## config.mk

```make
export PLATFORM = sky130hd
export DESIGN_NAME = rmst_ctrl
export DESIGN_NICKNAME = d
export VERILOG_FILES = /design/src/rtl/rmst_pkg.sv /design/src/rtl/rmst_ctrl.sv
export SDC_FILE = /design/constraint.sdc
export NUM_CORES = 1
export LEC_CHECK = 0
export ABC_CLOCK_PERIOD_IN_PS = 2600
export BUFFER_PORTS_ARGS = -buffer_cell sky130_fd_sc_hd__buf_2
export CORE_AREA = 10 10 47 49
export CTS_CLUSTER_DIAMETER = 80
export DETAILED_ROUTE_END_ITERATION = 7
export DIE_AREA = 0 0 57 59
export PLACE_DENSITY = 0.62
export SLEW_MARGIN = 5
export SYNTH_ARGS = -nofsm -noshare
export SYNTH_HDL_FRONTEND = slang
export SYNTH_SLANG_ARGS = --single-unit
```

## constraint.sdc

```tcl
create_clock -name clk -period 2.6 [get_ports clk]
set_clock_uncertainty 0.05 [all_clocks]
set_input_delay 0.39 -clock clk [delete_from_list [all_inputs] [get_ports clk]]
set_output_delay 0.39 -clock clk [all_outputs]
set_load 0.005 [all_outputs]
```

## src/rtl/rmst_pkg.sv

```systemverilog
// Shared constants, codes and controller/datapath interface types for the
// range-maximum segment tree. Depends on nothing; every other file but rmst_ram uses it.
package rmst_pkg;

	// Tree geometry and field widths.
	localparam int LEAF_COUNT = 1024;
	localparam int LEAF_W     = $clog2(LEAF_COUNT);
	localparam int NODE_COUNT = 2 * LEAF_COUNT;
	localparam int NODE_W     = $clog2(NODE_COUNT);
	localparam int WALK_W     = NODE_W + 1;
	localparam int VAL_W      = 31;

	// Packed channel widths.
	localparam int IN_DATA_W  = 64;
	localparam int IN_USER_W  = 1;
	localparam int OUT_DATA_W = 32;

	// Operation carried in tuser.
	typedef enum logic [0:0] {
		OP_LOAD  = 1'b0,
		OP_QUERY = 1'b1
	} op_t;

	// Controller states.
	typedef enum logic [3:0] {
		ST_CLEAR,
		ST_IDLE,
		ST_DECODE,
		ST_LD_WR,
		ST_LD_RD,
		ST_LD_UP,
		ST_Q_A,
		ST_Q_B,
		ST_Q_OUT
	} state_t;

	// Commands from the controller to the datapath.
	typedef struct packed {
		logic capture;
		logic clr;
		logic ld_start;
		logic ld_rd;
		logic ld_up;
		logic q_init;
		logic q_a;
		logic q_b;
		logic out_load;
	} cmd_t;

	// Status from the datapath to the controller.
	typedef struct packed {
		logic is_query;
		logic node_root;
		logic q_empty;
		logic walk_done;
		logic clr_last;
		logic out_free;
	} stat_t;

endpackage

```

## src/rtl/rmst_ctrl.sv

```systemverilog
// Sequencer for the range-maximum segment tree: clearing pass, leaf loads
// and range walks. Depends on rmst_pkg for states, commands and status.
module rmst_ctrl (
	input  logic          clk,
	input  logic          arst_n,
	input  logic          s_tvalid,
	output logic          s_tready,
	input  rmst_pkg::stat_t stat,
	output rmst_pkg::cmd_t  cmd
);

	rmst_pkg::state_t state_q, state_d;

	// State register.
	always_ff @(posedge clk or negedge arst_n) begin
		if (!arst_n) begin
			state_q <= rmst_pkg::ST_CLEAR;
		end else begin
			state_q <= state_d;
		end
	end

	// Next state and commands.
	always_comb begin
		state_d  = state_q;
		cmd      = '0;
		s_tready = (state_q == rmst_pkg::ST_IDLE);
		unique case (state_q)
			rmst_pkg::ST_CLEAR: begin
				cmd.clr = 1'b1;
				if (stat.clr_last) begin
					state_d = rmst_pkg::ST_IDLE;
				end
			end
			rmst_pkg::ST_IDLE: begin
				if (s_tvalid) begin
					cmd.capture = 1'b1;
					state_d     = rmst_pkg::ST_DECODE;
				end
			end
			rmst_pkg::ST_DECODE: begin
				if (stat.is_query) begin
					cmd.q_init = 1'b1;
					state_d    = stat.q_empty ? rmst_pkg::ST_Q_OUT : rmst_pkg::ST_Q_A;
				end else begin
					state_d = rmst_pkg::ST_LD_WR;
				end
			end
			rmst_pkg::ST_LD_WR: begin
				cmd.ld_start = 1'b1;
				state_d      = rmst_pkg::ST_LD_RD;
			end
			rmst_pkg::ST_LD_RD: begin
				if (stat.node_root) begin
					state_d = rmst_pkg::ST_IDLE;
				end else begin
					cmd.ld_rd = 1'b1;
					state_d   = rmst_pkg::ST_LD_UP;
				end
			end
			rmst_pkg::ST_LD_UP: begin
				cmd.ld_up = 1'b1;
				state_d   = rmst_pkg::ST_LD_RD;
			end
			rmst_pkg::ST_Q_A: begin
				if (stat.walk_done) begin
					state_d = rmst_pkg::ST_Q_OUT;
				end else begin
					cmd.q_a = 1'b1;
					state_d = rmst_pkg::ST_Q_B;
				end
			end
			rmst_pkg::ST_Q_B: begin
				cmd.q_b = 1'b1;
				state_d = rmst_pkg::ST_Q_A;
			end
			rmst_pkg::ST_Q_OUT: begin
				if (stat.out_free) begin
					cmd.out_load = 1'b1;
					state_d      = rmst_pkg::ST_IDLE;
				end
			end
			default: begin
				state_d = rmst_pkg::ST_IDLE;
			end
		endcase
	end

endmodule

```

==> flow_summary_export.csv <==
group,metric,value,unit
route,drt_pass1_iterations,4,
yosys,synth_top_area_share,25.8,%
worst_setup_path,crit_arrival,1.38,ns
global_routing,grt_max_degree,16,
clock_network,cts_root_buffer,"clkbuf_4",
worst_setup_path,ff2ff_path_depth,3,
floorplanning,rows,14,
yosys,synth_top_area_cell,"dfrtp_1",
yosys,ys_seq_elements,4,
clock_network,clk_latency,0.24,ns
floorplanning,core,0.00140,mm^2
floorplanning,start_util,27.7,%
clock_network,htreeDepth,1,
sta,final-setup-viol-count,0,
power,p_leak,0.246,nW
power,ir_drop,0.000541,V
yosys,avgSynthCellArea,8.25,um^2
worst_setup_path,rr_startpoint,"state_q[2]$_DFFE_PN0P_",
route,first_iter_violations,11,
placed_design,portBuffers,18,
worst_hold_path,hold_class,"in2reg",
yosys,syn_inst,47,
route,drc,0,
power,clkPwrFrac,16.1,%
layout,final_cell_mix,"buf_2 (18), nand2_1 (5), nor4_1 (5)",
sta,timing.hold.ws,0.325,ns
placed_design,dpl.hpwl,832,um
run_status,status,"completed",
worst_hold_path,min_path_cells,2,
clock_network,cts_sinks,4,
worst_setup_path,setup.worst_path.start_class,"register",
power,combinationalPowerShare,48.1,%
sta,rsz0062_at_grt,"false",
global_routing,grt_overflow,0,
sta,slew_violations,0,
sta,fin_crit_sh,70.1,%
power,p_int,261,uW
power,p_sw_share,45.4,%
worst_setup_path,timing.rr.end,"state_q[3]$_DFFE_PN0P_",
worst_setup_path,critPathMaxFanout,14,
clock_network,clock_path_buffers,2,
worst_setup_path,required,2.16,ns
power,seqPwrFrac,35.8,%
sta,worst_pin_slew,0.424,ns
yosys,syn_area,388,um^2
sta,min_period,1.82,ns
power,p_per_area,977,mW/mm^2
route,wl,1080,um
placed_design,gp_congestion,0.724,
worst_setup_path,worstSetupPathType,"reg2out",
clock_network,cts_tree,"built",
worst_hold_path,whs_endpoint,"state_q[0]$_DFFE_PN0P_",
layout,synthToLayoutAreaGrowth,26.1,%
layout,largest_reg_flops,4,
sta,finalSetupTns,0,ns
layout,layout_commonest_cell,"buf_2",
worst_setup_path,r2r_slack,1.29,ns
clock_network,clkTransAtPathRegs,0.04,ns
floorplanning,ioPinCount,19,
layout,fin_nets,76,
global_routing,grt_pass1_vias,438,
clock_network,ctsHoldBuffers,1,
global_routing,grt.total_usage,6.78,%
power,power,478,uW
clock_network,cts-resized-gates,0,
sta,hold_viol_final,0,
sta,relSlewSlack,71.7,%
floorplanning,dieArea,0.00336,mm^2
power,switchingPower,217,uW
worst_setup_path,critPathCaptureType,"primary output",
yosys,synth.net_count,56,
route,wl_per_cell,13.3,um
layout,num_antenna_cells,0,
route,ant_nets,0,
layout,top_regs,"state_q: 4 flops",
yosys,synth.area.top_cells,"dfrtp_1 (26%), buf_6 (8.7%), nor4_1 (8.1%)",
yosys,synth_cell_types,25,
floorplanning,fp.dieH,59,um
yosys,yosys_warnings,0,
route,via_count,426,
job,drv_cap,0,
clock_network,numCtsBuffers,3,
global_routing,grt_pass1_wl,1900,um
worst_hold_path,min_from,"s_tvalid",
global_routing,antenna_found_initial,0,
clock_network,post_cts_buffers,0,
sta,fmax,0.548,GHz
floorplanning,die-width,57,um
layout,layout-drive-gt1-share,35.4,%
yosys,ys_seq_area_share,25.8,%
layout,top_register,"state_q",
route,via_per_inst,5.26,
-- Yosys cell counts --
master,n
a211o_1,1
a21oi_1,2
a31oi_1,1
and2b_1,1
and3_1,1
buf_4,1
buf_6,3
dfrtp_1,4
inv_1,2
mux2i_1,1
nand2_1,5
nand2b_1,4
nand3_1,1
nand3b_1,1
nor2_1,3
nor2b_1,2
nor3_1,1
nor3b_1,1
nor3b_2,1
nor4_1,5
o21a_1,1
o221ai_1,1
o22ai_1,2
o2bb2ai_2,1
o32a_1,1
-- per-stage QoR --
step | cell area, um^2 | instances | util (%) | setup slack [ns]
2_1_floorplan | 388 | 47 | - | 1.23
3_3_place_gp | 457 | 77 | 32.6 | 1.02
4_1_cts | 489 | 81 | 34.9 | 0.765
3_5_place_dp | 457 | 77 | 32.6 | 1.02
6_report | 489 | 81 | 34.9 | 0.776
5_1_grt | 489 | 81 | 34.9 | 0.604
-- critical path, cell delays in order, from the launching register on --
cell and delay (ns):
dfrtp_1 0.59, nand2b_1 0.22, nor4_1 0.19, buf_2 0.16
-- cell type report --
cell class / count / area (um^2)
inverter: 2 / 7.51
clock buffer: 3 / 22.5
tap: 16 / 20.0
multi-input combinational: 37 / 239
sequential: 4 / 100
fill: 164 / 912
timing repair buffer: 19 / 100
-- cell families after synthesis --
| kind of cell | Yosys count | synth area share, % |
|---|---|---|
| flip-flops | 4 | 25.8 |
| AND/OR/NAND/NOR | 26 | 38.7 |
| AO/OA/AOI/OAI | 10 | 20.3 |
| multiplexers | 1 | 2.58 |
| buffers and inverters | 6 | 12.6 |
-- worst max path at each step --
stage                                start  cells after the start      to
global placement    state_q[2]$_DFFE_PN0P_                      3  cmd[2]
CTS                 state_q[2]$_DFFE_PN0P_                      3  cmd[5]
detailed placement  state_q[2]$_DFFE_PN0P_                      3  cmd[5]
global route        state_q[2]$_DFFE_PN0P_                      3  cmd[5]
floorplan           state_q[3]$_DFFE_PN0P_                      3  cmd[5]
finish              state_q[2]$_DFFE_PN0P_                      3  cmd[5]
-- power groups by stage --
| stage | Combinational (mW) | Sequential (mW) | Clock, mW |
|---|---|---|---|
| after floorplan | 0.244 | 0.111 | 0 |
| after global placement | 0.230 | 0.170 | 0 |
| after detailed placement | 0.231 | 0.170 | 0 |
| after CTS | 0.234 | 0.169 | 0.0788 |
| after global routing | 0.260 | 0.181 | 0.0836 |
| final | 0.230 | 0.171 | 0.0770 |
-- routing by layer --
metal	up-vias	wire length, um	global-route usage [%]
met1	195	514	7.96
met5	-	0	0
li1	212	-	-
met4	0	6	3.02
met3	2	63	3.00
met2	17	492	10.4
Note: power is estimated with default switching activity, not from simulation.
